--- src/design/pqfm_pkg.sv ---
// Shared types and constants for the packet queue with extract-min.
// No dependencies; imported by the controller, the datapath and the top level.
`timescale 1ns / 1ps

package pqfm_pkg;

  localparam int DEPTH    = 16;
  localparam int HANDLE_W = 32;
  localparam int PTS_W    = 64;
  localparam int AW       = $clog2(DEPTH);
  localparam int CW       = $clog2(DEPTH + 1);
  localparam int ENTRY_W  = HANDLE_W + PTS_W;

  typedef enum logic [1:0] {
    CMD_ENQ = 2'd0,
    CMD_DEQ = 2'd1,
    CMD_EXT = 2'd2,
    CMD_CLR = 2'd3
  } cmd_e;

  typedef enum logic [1:0] {
    ST_OK    = 2'd0,
    ST_EMPTY = 2'd1,
    ST_FULL  = 2'd2
  } status_e;

  typedef enum logic [1:0] {
    S_IDLE,
    S_DECODE,
    S_SCAN,
    S_SHIFT
  } ctl_state_e;

  // controller -> datapath
  typedef struct packed {
    logic    capture;
    logic    enq;
    logic    clr;
    logic    scan_init;
    logic    scan_run;
    logic    shift_init;
    logic    shift_run;
    logic    remove;
    logic    respond;
    status_e rsp_status;
    logic    rsp_data;
  } dp_cmd_t;

  // datapath -> controller
  typedef struct packed {
    cmd_e op;
    logic empty;
    logic full;
    logic scan_done;
    logic shift_done;
  } dp_sts_t;

endpackage

--- src/design/packet_queue_fifo_min_pts.sv ---
// Packet queue with oldest-first and smallest-timestamp removal, one beat at a time.
// Enqueue, clear, and full/empty reports: done_o is registered from the decode state after the start beat.
// Dequeue scans only the oldest entry; extract-min scans every entry. Both then compact the younger
// entries through the single read port of the entry memory, one entry a cycle for scan and compaction.
// Reset clears the controller and the fill count; entry contents stay undefined.
// Results strobe done_o for one cycle and are not held; the receiver cannot stall.
`timescale 1ns / 1ps

module packet_queue_fifo_min_pts import pqfm_pkg::*; (
  input  logic                     clk_i,
  input  logic                     rst_ni,
  input  logic                     start,
  output logic                     busy,
  input  logic [1:0]               cmd_i,
  input  logic [HANDLE_W-1:0]      packet_handle_i,
  input  logic signed [PTS_W-1:0]  packet_pts_i,
  output logic                     done_o,
  output logic [1:0]               status_o,
  output logic [HANDLE_W-1:0]      out_handle_o,
  output logic signed [PTS_W-1:0]  out_pts_o,
  output logic [CW-1:0]            count_after_o
);

  dp_cmd_t dp_cmd;
  dp_sts_t dp_sts;

  pqfm_ctrl u_ctrl (
    .clk_i  (clk_i),
    .rst_ni (rst_ni),
    .start  (start),
    .busy   (busy),
    .sts_i  (dp_sts),
    .cmd_o  (dp_cmd)
  );

  pqfm_dp u_dp (
    .clk_i         (clk_i),
    .rst_ni        (rst_ni),
    .cmd_i         (dp_cmd),
    .sts_o         (dp_sts),
    .in_cmd_i      (cmd_i),
    .in_handle_i   (packet_handle_i),
    .in_pts_i      (packet_pts_i),
    .done_o        (done_o),
    .status_o      (status_o),
    .out_handle_o  (out_handle_o),
    .out_pts_o     (out_pts_o),
    .count_after_o (count_after_o)
  );

  // a result beat always lands with the sequencer back at rest
  a_done_idle: assert property (@(posedge clk_i) disable iff (!rst_ni)
    done_o |-> !busy)
    else $error("result beat while sequencer busy");

  a_start_busy: assert property (@(posedge clk_i) disable iff (!rst_ni)
    (start && !busy) |=> busy)
    else $error("start beat not taken");

  a_err_zero: assert property (@(posedge clk_i) disable iff (!rst_ni)
    (done_o && (status_o != ST_OK)) |-> ((out_handle_o == '0) && (out_pts_o == '0)))
    else $error("error result carries entry data");

  a_count_range: assert property (@(posedge clk_i) disable iff (!rst_ni)
    done_o |-> (count_after_o <= CW'(DEPTH)))
    else $error("count beyond depth");

endmodule

--- src/design/pqfm_ctrl.sv ---
// Sequencer for the packet queue: decode, scan, compaction and response.
// Depends on pqfm_pkg; drives the datapath through dp_cmd_t only.
`timescale 1ns / 1ps

module pqfm_ctrl import pqfm_pkg::*; (
  input  logic    clk_i,
  input  logic    rst_ni,
  input  logic    start,
  output logic    busy,
  input  dp_sts_t sts_i,
  output dp_cmd_t cmd_o
);

  ctl_state_e state_q, state_d;

  always_ff @(posedge clk_i or negedge rst_ni) begin
    if (!rst_ni) begin
      state_q <= S_IDLE;
    end else begin
      state_q <= state_d;
    end
  end

  always_comb begin
    state_d = state_q;
    cmd_o   = '0;
    unique case (state_q)
      S_IDLE: begin
        if (start) begin
          cmd_o.capture = 1'b1;
          state_d       = S_DECODE;
        end
      end
      S_DECODE: begin
        unique case (sts_i.op) inside
          CMD_ENQ: begin
            cmd_o.respond = 1'b1;
            if (sts_i.full) begin
              cmd_o.rsp_status = ST_FULL;
            end else begin
              cmd_o.enq        = 1'b1;
              cmd_o.rsp_status = ST_OK;
            end
            state_d = S_IDLE;
          end
          CMD_CLR: begin
            cmd_o.clr        = 1'b1;
            cmd_o.respond    = 1'b1;
            cmd_o.rsp_status = ST_OK;
            state_d          = S_IDLE;
          end
          CMD_DEQ, CMD_EXT: begin
            if (sts_i.empty) begin
              cmd_o.respond    = 1'b1;
              cmd_o.rsp_status = ST_EMPTY;
              state_d          = S_IDLE;
            end else begin
              cmd_o.scan_init = 1'b1;
              state_d         = S_SCAN;
            end
          end
          default: state_d = S_IDLE;
        endcase
      end
      S_SCAN: begin
        if (sts_i.scan_done) begin
          cmd_o.shift_init = 1'b1;
          state_d          = S_SHIFT;
        end else begin
          cmd_o.scan_run = 1'b1;
        end
      end
      S_SHIFT: begin
        if (sts_i.shift_done) begin
          // gap closed: drop the entry and report it
          cmd_o.remove     = 1'b1;
          cmd_o.respond    = 1'b1;
          cmd_o.rsp_status = ST_OK;
          cmd_o.rsp_data   = 1'b1;
          state_d          = S_IDLE;
        end else begin
          cmd_o.shift_run = 1'b1;
        end
      end
      default: state_d = S_IDLE;
    endcase
  end

  assign busy = (state_q != S_IDLE);

endmodule

--- src/design/pqfm_dp.sv ---
// Datapath for the packet queue: entry memory, fill count, min scan, result registers.
// Depends on pqfm_pkg; sequenced by pqfm_ctrl through dp_cmd_t.
`timescale 1ns / 1ps

module pqfm_dp import pqfm_pkg::*; (
  input  logic                       clk_i,
  input  logic                       rst_ni,
  input  dp_cmd_t                    cmd_i,
  output dp_sts_t                    sts_o,
  input  logic [1:0]                 in_cmd_i,
  input  logic [HANDLE_W-1:0]        in_handle_i,
  input  logic signed [PTS_W-1:0]    in_pts_i,
  output logic                       done_o,
  output logic [1:0]                 status_o,
  output logic [HANDLE_W-1:0]        out_handle_o,
  output logic signed [PTS_W-1:0]    out_pts_o,
  output logic [CW-1:0]              count_after_o
);

  // entry memory: oldest at address 0
  logic [ENTRY_W-1:0] mem_q [DEPTH];
  logic [ENTRY_W-1:0] rd_data_q;
  logic               mem_we, mem_re;
  logic [AW-1:0]      mem_waddr, mem_raddr;
  logic [ENTRY_W-1:0] mem_wdata;

  // captured command beat
  cmd_e                     op_q;
  logic [HANDLE_W-1:0]      in_handle_q;
  logic signed [PTS_W-1:0]  in_pts_q;

  logic [CW-1:0]            count_q, count_d;
  logic [CW-1:0]            rd_ptr_q, rd_ptr_d;
  logic                     rd_vld_q, rd_vld_d;
  logic [AW-1:0]            rd_addr_q, rd_addr_d;

  logic                     have_best_q, have_best_d;
  logic [AW-1:0]            best_idx_q, best_idx_d;
  logic [HANDLE_W-1:0]      best_handle_q, best_handle_d;
  logic signed [PTS_W-1:0]  best_pts_q, best_pts_d;

  logic                     done_q;
  status_e                  status_q;
  logic [HANDLE_W-1:0]      out_handle_q;
  logic signed [PTS_W-1:0]  out_pts_q;
  logic [CW-1:0]            count_out_q;

  logic [CW-1:0]            scan_limit;
  logic signed [PTS_W-1:0]  rd_pts;
  logic [HANDLE_W-1:0]      rd_handle;

  assign rd_pts    = $signed(rd_data_q[PTS_W-1:0]);
  assign rd_handle = rd_data_q[ENTRY_W-1:PTS_W];

  // dequeue is a scan over the oldest entry only
  assign scan_limit = (op_q == CMD_DEQ) ? CW'(1) : count_q;

  assign sts_o.op         = op_q;
  assign sts_o.empty      = (count_q == '0);
  assign sts_o.full       = (count_q == CW'(DEPTH));
  assign sts_o.scan_done  = (rd_ptr_q >= scan_limit) && !rd_vld_q;
  assign sts_o.shift_done = (rd_ptr_q >= count_q) && !rd_vld_q;

  always_comb begin
    count_d       = count_q;
    rd_ptr_d      = rd_ptr_q;
    rd_vld_d      = 1'b0;
    rd_addr_d     = rd_addr_q;
    have_best_d   = have_best_q;
    best_idx_d    = best_idx_q;
    best_handle_d = best_handle_q;
    best_pts_d    = best_pts_q;
    mem_we        = 1'b0;
    mem_waddr     = count_q[AW-1:0];
    mem_wdata     = {in_handle_q, in_pts_q};
    mem_re        = 1'b0;
    mem_raddr     = rd_ptr_q[AW-1:0];

    if (cmd_i.enq) begin
      mem_we  = 1'b1;
      count_d = count_q + CW'(1);
    end

    if (cmd_i.clr) begin
      count_d = '0;
    end

    if (cmd_i.scan_init) begin
      rd_ptr_d    = '0;
      have_best_d = 1'b0;
    end

    if (cmd_i.scan_run) begin
      if (rd_ptr_q < scan_limit) begin
        mem_re    = 1'b1;
        rd_vld_d  = 1'b1;
        rd_addr_d = rd_ptr_q[AW-1:0];
        rd_ptr_d  = rd_ptr_q + CW'(1);
      end
      // <= while walking oldest to newest: a tie goes to the newest
      if (rd_vld_q && (!have_best_q || (rd_pts <= best_pts_q))) begin
        have_best_d   = 1'b1;
        best_idx_d    = rd_addr_q;
        best_handle_d = rd_handle;
        best_pts_d    = rd_pts;
      end
    end

    if (cmd_i.shift_init) begin
      rd_ptr_d = {1'b0, best_idx_q} + CW'(1);
    end

    if (cmd_i.shift_run) begin
      if (rd_ptr_q < count_q) begin
        mem_re    = 1'b1;
        rd_vld_d  = 1'b1;
        rd_addr_d = rd_ptr_q[AW-1:0];
        rd_ptr_d  = rd_ptr_q + CW'(1);
      end
      // move the younger entry up by one slot
      if (rd_vld_q) begin
        mem_we    = 1'b1;
        mem_waddr = rd_addr_q - AW'(1);
        mem_wdata = rd_data_q;
      end
    end

    if (cmd_i.remove) begin
      count_d = count_q - CW'(1);
    end
  end

  always_ff @(posedge clk_i) begin
    if (mem_we) begin
      mem_q[mem_waddr] <= mem_wdata;
    end
    if (mem_re) begin
      rd_data_q <= mem_q[mem_raddr];
    end
  end

  always_ff @(posedge clk_i) begin
    if (cmd_i.capture) begin
      op_q        <= cmd_e'(in_cmd_i);
      in_handle_q <= in_handle_i;
      in_pts_q    <= in_pts_i;
    end
    rd_addr_q     <= rd_addr_d;
    best_idx_q    <= best_idx_d;
    best_handle_q <= best_handle_d;
    best_pts_q    <= best_pts_d;
    if (cmd_i.respond) begin
      status_q     <= cmd_i.rsp_status;
      out_handle_q <= cmd_i.rsp_data ? best_handle_q : '0;
      out_pts_q    <= cmd_i.rsp_data ? best_pts_q : '0;
      count_out_q  <= count_d;
    end
  end

  always_ff @(posedge clk_i or negedge rst_ni) begin
    if (!rst_ni) begin
      count_q     <= '0;
      rd_ptr_q    <= '0;
      rd_vld_q    <= 1'b0;
      have_best_q <= 1'b0;
      done_q      <= 1'b0;
    end else begin
      count_q     <= count_d;
      rd_ptr_q    <= rd_ptr_d;
      rd_vld_q    <= rd_vld_d;
      have_best_q <= have_best_d;
      done_q      <= cmd_i.respond;
    end
  end

  assign done_o        = done_q;
  assign status_o      = status_q;
  assign out_handle_o  = out_handle_q;
  assign out_pts_o     = out_pts_q;
  assign count_after_o = count_out_q;

endmodule

--- config.mk ---
export PLATFORM = sky130hd
export DESIGN_NAME = packet_queue_fifo_min_pts
export DESIGN_NICKNAME = d
export VERILOG_FILES = /design/src/design/pqfm_pkg.sv /design/src/design/packet_queue_fifo_min_pts.sv /design/src/design/pqfm_ctrl.sv /design/src/design/pqfm_dp.sv
export SDC_FILE = /design/constraint.sdc
export NUM_CORES = 2
export LEC_CHECK = 0
export ABC_AREA = 1
export BUFFER_PORTS_ARGS = -buffer_cell sky130_fd_sc_hd__buf_4
export CORE_MARGIN = 2
export CORE_UTILIZATION = 30
export DETAILED_ROUTE_END_ITERATION = 8
export GPL_ROUTABILITY_DRIVEN = 0
export PLACE_DENSITY = 0.52
export SYNTH_ARGS = -nofsm -noshare
export SYNTH_HDL_FRONTEND = slang
export SYNTH_SLANG_ARGS = --single-unit
export TNS_END_PERCENT = 1
--- constraint.sdc ---
create_clock -name clk_i -period 11.4 [get_ports clk_i]
set_clock_uncertainty 0.2 [all_clocks]
set_input_delay 1.71 -clock clk_i [delete_from_list [all_inputs] [get_ports clk_i]]
set_output_delay 1.71 -clock clk_i [all_outputs]
set_load 0.05 [all_outputs]
== Word level (Yosys, flattened, before mapping) ==
Memory sizes are Yosys's and may differ from the RTL's. A register that Yosys moved wholly into a read port is not among the register bits.
Cells that the tools add are included.
Word-level totals
  register bits: 320
  bits in writable memories: 1536
  bits of input ports: 101
  output and inout port bits: 105
  word-level logic and storage cells: 106
  memories kept: 1
Operators by class
  add/subtract/negate cells: 5
  order comparisons: 5
  equal/unequal tests: 10
  multiplexer cells: 55
  reductions and logical operators: 13
Memories
  u_dp.mem_q: depth 16, width 96, read ports 1, clocked after Yosys merged registers in 1, wr ports 1, RTL line pqfm_dp.sv:21  | logic [ENTRY_W-1:0] mem_q [DEPTH];
Operators by type and width (number)
  2-to-1 mux 96 bit: 2
  <= comparator 64 bit: 1
  2-to-1 mux 5 bit: 11
  2-to-1 mux 4 bit: 6
  2-to-1 mux 1 bit: 23
  2-to-1 mux 2 bit: 8
  adder 5 x 1 -> 5 bit (second input constant): 2
  >= comparator 5 bit: 2
  < comparator 5 bit: 2
  one-hot mux 3 bit (3 select lines): 1
  == test 2 bit (second input constant): 4
  one-hot mux 2 bit (4 select lines): 1
  2-to-1 mux 3 bit: 2
  inequality test 2 bit (second input constant): 3
  one-hot mux 3 bit (2 select lines): 1
  adder 4 x 1 -> 5 bit (second input constant): 1
  == test 5 bit (second input constant): 1
  zero test 5 bit: 1
  subtractor 5 x 1 -> 5 bit (second input constant): 1
  == test 2 x 1 -> 1 bit (second input constant): 2
  zero test 2 bit: 2
  subtractor 4 x 1 -> 4 bit (second input constant): 1
  logical AND 1 bit: 3
  AND reduction 3 bit: 1
  other kinds (5): 6

== Longest topological paths before layout ==
  depth in word-level cells: 10
  gate-level depth with buffers: 19
  gate-level depth less buffers: 19

== Hierarchy ==
From an unflattened synthesis, not the netlist that was laid out.
Unflattened totals
  cell total of the unflattened synthesis: 5409
  area total of the unflattened synthesis: 76549.7 sq um
Modules (own cells, without submodules)
  pqfm_dp: instances 1, cells each 5365, area an instance 76310.7 sq um, sequential area each 58451.1 sq um
  pqfm_ctrl: instances 1, cells each 44, area an instance 239.0 sq um, sequential area each 50.0 sq um

== Worst setup path before layout ==
OpenSTA, ideal clock, no wires.
  kind: input -> register
  from: input port start
  to: register u_dp.in_handle_q[0] (enable)
  library setup time: 0.556 ns
  data arrival time: 5.810 ns
  data required time: 10.644 ns
  path slack: 4.834 ns
  stages: 2
  buffers on the path: 0
  path through: inv_1 -> nor2_1
RTL lines
  start, declared: RTL line packet_queue_fifo_min_pts.sv:12  | input logic start,
  end signal, assigned: RTL line pqfm_dp.sv:145  | in_handle_q <= in_handle_i;
  end, declared: RTL line pqfm_dp.sv:29  | logic [HANDLE_W-1:0] in_handle_q;

== Final worst setup path ==
  from: register u_ctrl.state_q[0]
  to: memory u_dp.mem_q[6][35] (netlist name) (enable)
On the way
  word-level cells in the longest chain between the ends: 7
  elaborated cells on any way between the ends: 10
  classes of those cells: 2 x eq/ne; 8 x mux
Ends and longest elaborated chain
  start, declared: RTL line pqfm_ctrl.sv:14  | ctl_state_e state_q, state_d;
  start signal, assigned: RTL line pqfm_ctrl.sv:20  | state_q <= state_d;
  == test 2 x 1 -> 1 bit: RTL line pqfm_ctrl.sv:27  | unique case (state_q)
  2-to-1 mux 3 bit: RTL line pqfm_ctrl.sv:27
  2-to-1 mux 1 bit: RTL line pqfm_dp.sv:79  | if (cmd_i.enq) begin
  2-to-1 mux 1 bit: RTL line pqfm_dp.sv:121  | if (rd_vld_q) begin
  2-to-1 mux 1 bit: RTL line pqfm_dp.sv:113  | if (cmd_i.shift_run) begin
  2-to-1 mux 1 bit: RTL line pqfm_dp.sv:134  | if (mem_we) begin
  2-to-1 mux 1 bit (implied by the code): RTL line pqfm_dp.sv:135  | mem_q[mem_waddr] <= mem_wdata;
  end, declared: RTL line pqfm_dp.sv:21
Several ways; a longest one is shown, not always the timed one.

==> impl_metrics.yaml <==
placed_design:
  pre_cts_slack_ps: 5058
  place_inst: 8814
  post-dp-hpwl_um: 109800
  port_buffers: 205
timing:
  final-max-slew-violation-count: 0
  max_freq_mhz: 160.8
  fin_crit_sh_pct: 54.54
  fin_tns_setup_ps: 0
  relSlewSlack_pct: 19.10
  setup_viol: 0
  setup_slack_ps: 5182
  period_needed_ps: 6218
  hold_violations: 0
  tightest_slew_ps: 1211
  rsz0062_at_grt: "false"
critical_path:
  path_max_fanout: 62
  startpoint_type: "flop"
  crit_path_end_kind: "flop"
  crit_type: "flop to flop"
  arrival_ps: 6440
  cp_data_required_time_ps: 11620
power_and_ir_drop:
  total_power_mw: 22.59
  total_leakage_power_nw: 28.97
  pwr-share-seq_pct: 43.0
  power_frac_clock_pct: 29.1
  powerDensity_mw_per_mm2: 258.2
  power_switching_mw: 8.004
  ir_drop_v: 0.0002067
  switching_share_pct: 35.44
  intPower_mw: 14.58
  p_comb_share_pct: 28.0
logic_synthesis:
  synthesis.area_mm2: 0.07601
  synth_edf_count: 1933
  synthCells: 5527
  synth_cell_types: 40
  ys_ff_latch: 1952
  synth_warnings: 0
  synthArstFlopShare_pct: 0.7684
  ys.flop_type: "edfxtp_1"
  syn_area_per_cell_um2: 13.75
  ys_seq_area_share_pct: 76.96
  synth_nets: 5710
floorplan:
  die_h_um: 507.4
  die_width_um: 507.4
  num_rows: 184
  start_util_pct: 30.21
  coreArea_mm2: 0.2516
  num_io_pins: 206
  dieArea_mm2: 0.2574
cts:
  path_clk_slew_ps: 60
  cts-root-buf: "clkbuf_16"
  cts_tree: "done"
  cts_resized: 0
  clock_latency_ps: 840
  post-cts-setup-buffers: 0
  cts.path.max_buffers: 3
  cts.sinks: 1952
  cts_hold_buf: 0
  cts_buffers: 201
  cts_max_level: 4
worst_hold_path:
  hold_path_class: "flop to flop"
finish:
  final_cells: 9188
  drive_above_1_share_pct: 10.59
  layout_common_cells: "edfxtp_1 (1,933), nor2_1 (893), o21ai_0 (760), nand2_1 (611), buf_4 (274)"
  finalNetCount: 5852
  syn_to_final_growth_pct: 15.09
  fin_util_pct: 34.77
  final_common_cell: "edfxtp_1"
global_route:
  antenna_found_initial: 3
  grt_overflow: 0
  grt_pass1_vias: 44740
  grt_max_degree: 212
  grt_usage_pct: 15.39
  grt_pass1_wl_um: 299200
routing:
  route.detailed.drc: 0
  viasPerCell: 4.913
  wl_um: 202000
  drtAntennaViolNets: 0
  vias: 45140
  firstDrtPassIters: 8
  wl_per_cell_um: 21.99
  drt_iter0_markers: 3886
outcome:
  status: "finished clean"
run:
  max-cap-violations: 0
-- per-stage QoR --
stage | hold WS (ps) | cell area, um2
floorplan | 208.2 | 76010
global placement | 214.7 | 80890
detailed placement | 218.5 | 80890
CTS | 230.4 | 87480
global route | 249.1 | 87490
finish | 218.9 | 87490
-- flip-flops by register name (all words and copies together), names as in the netlist, 32 cells and up, named ones only --
register            cells
u_dp.best_handle_q     32
u_dp.best_pts_q        64
u_dp.in_handle_q       32
u_dp.in_pts_q          64
u_dp.mem_q           1536
u_dp.out_handle_o      32
u_dp.out_pts_o         64
u_dp.rd_data_q         96
-- power groups by stage --
stage | Clock, mW | Combinational [mW] | Sequential [mW]
2_1_floorplan | 0 | 3.60 | 10.4
3_3_place_gp | 0 | 6.35 | 9.88
3_5_place_dp | 0 | 6.42 | 9.88
4_1_cts | 6.71 | 6.45 | 9.74
5_1_grt | 7.00 | 6.97 | 9.79
6_report | 6.56 | 6.32 | 9.71
-- final timing paths --
kind	startpoint	endpoint	slack (ps)	depth (start not counted)
max	u_ctrl.state_q[0]$_DFFE_PN0P_	u_dp.mem_q[6][35]$_DFFE_PP_	5180	10
min	u_dp.rd_addr_q[0]$_DFF_P_	u_dp.best_idx_q[0]$_DFFE_PP_	220	0
max reg2reg	u_ctrl.state_q[0]$_DFFE_PN0P_	u_dp.mem_q[6][35]$_DFFE_PP_	5180	10
min reg2reg	u_dp.rd_addr_q[0]$_DFF_P_	u_dp.best_idx_q[0]$_DFFE_PP_	220	0
max in group asynchronous	rst_ni	u_dp.rd_ptr_q[0]$_DFF_PN0_	10120	1
min in group asynchronous	rst_ni	u_dp.count_q[3]$_DFF_PN0_	570	1
-- layout make-up --
class,count,area (um2)
tap,3348,4189
sequential,1952,58510
multi-input combinational,3080,15400
clock inverter,116,1272
clock buffer,255,5314
timing repair buffer,279,2157
inverter,155,633.1
fill,24230,164100
antenna,3,7.507
-- synthesized netlist by cell type (8+ instances only) --
library cell,number,area share [%]
nand4_1,8,0.066
buf_1,15,0.074
clkbuf_1,197,0.97
nand2_1,611,3.0
o21ai_1,31,0.20
nor2_1,911,4.5
xor2_1,10,0.12
ha_1,82,1.3
a21oi_1,30,0.20
edfxtp_1,1933,76
nand3_1,177,1.2
o22ai_1,232,1.9
dfrtp_1,15,0.49
buf_6,35,0.52
clkbuf_2,9,0.059
o221ai_1,155,1.8
o211ai_1,38,0.38
buf_2,73,0.48
buf_4,10,0.099
o21ai_0,760,5.0
inv_1,144,0.71
-- per-layer routing --
layer / GRT usage, % / up-vias / share of wire [%]
li1: - / 20750 / -
met1: 20.32 / 22940 / 43
met2: 26.41 / 1181 / 50
met3: 2.197 / 273 / 4.8
met4: 4.192 / 0 / 2.4
met5: 0 / - / 0
-- critical path: stages (launching register included) --
cell	delay (ps)
dfrtp_1	450
nand2_2	110
nor2_4	90
buf_4	410
buf_4	760
inv_4	470
o21ai_1	400
nand3_1	380
nor2_4	910
buf_4	650
buf_4	790
-- cell families (layout without fill, tap and decap cells) --
family	Yosys count	in the layout	synth area share, %
other	0	3	0
xor gates and xnor gates	12	12	0.1383
buffers and inverters	495	805	3.002
DFF	1952	1952	76.96
and+or+nand+nor	1727	1727	8.931
adders and majority gates	82	82	1.350
AOI/OAI and AO/OA	1259	1259	9.616
No activity file was read; power rests on OpenSTA's default activity.
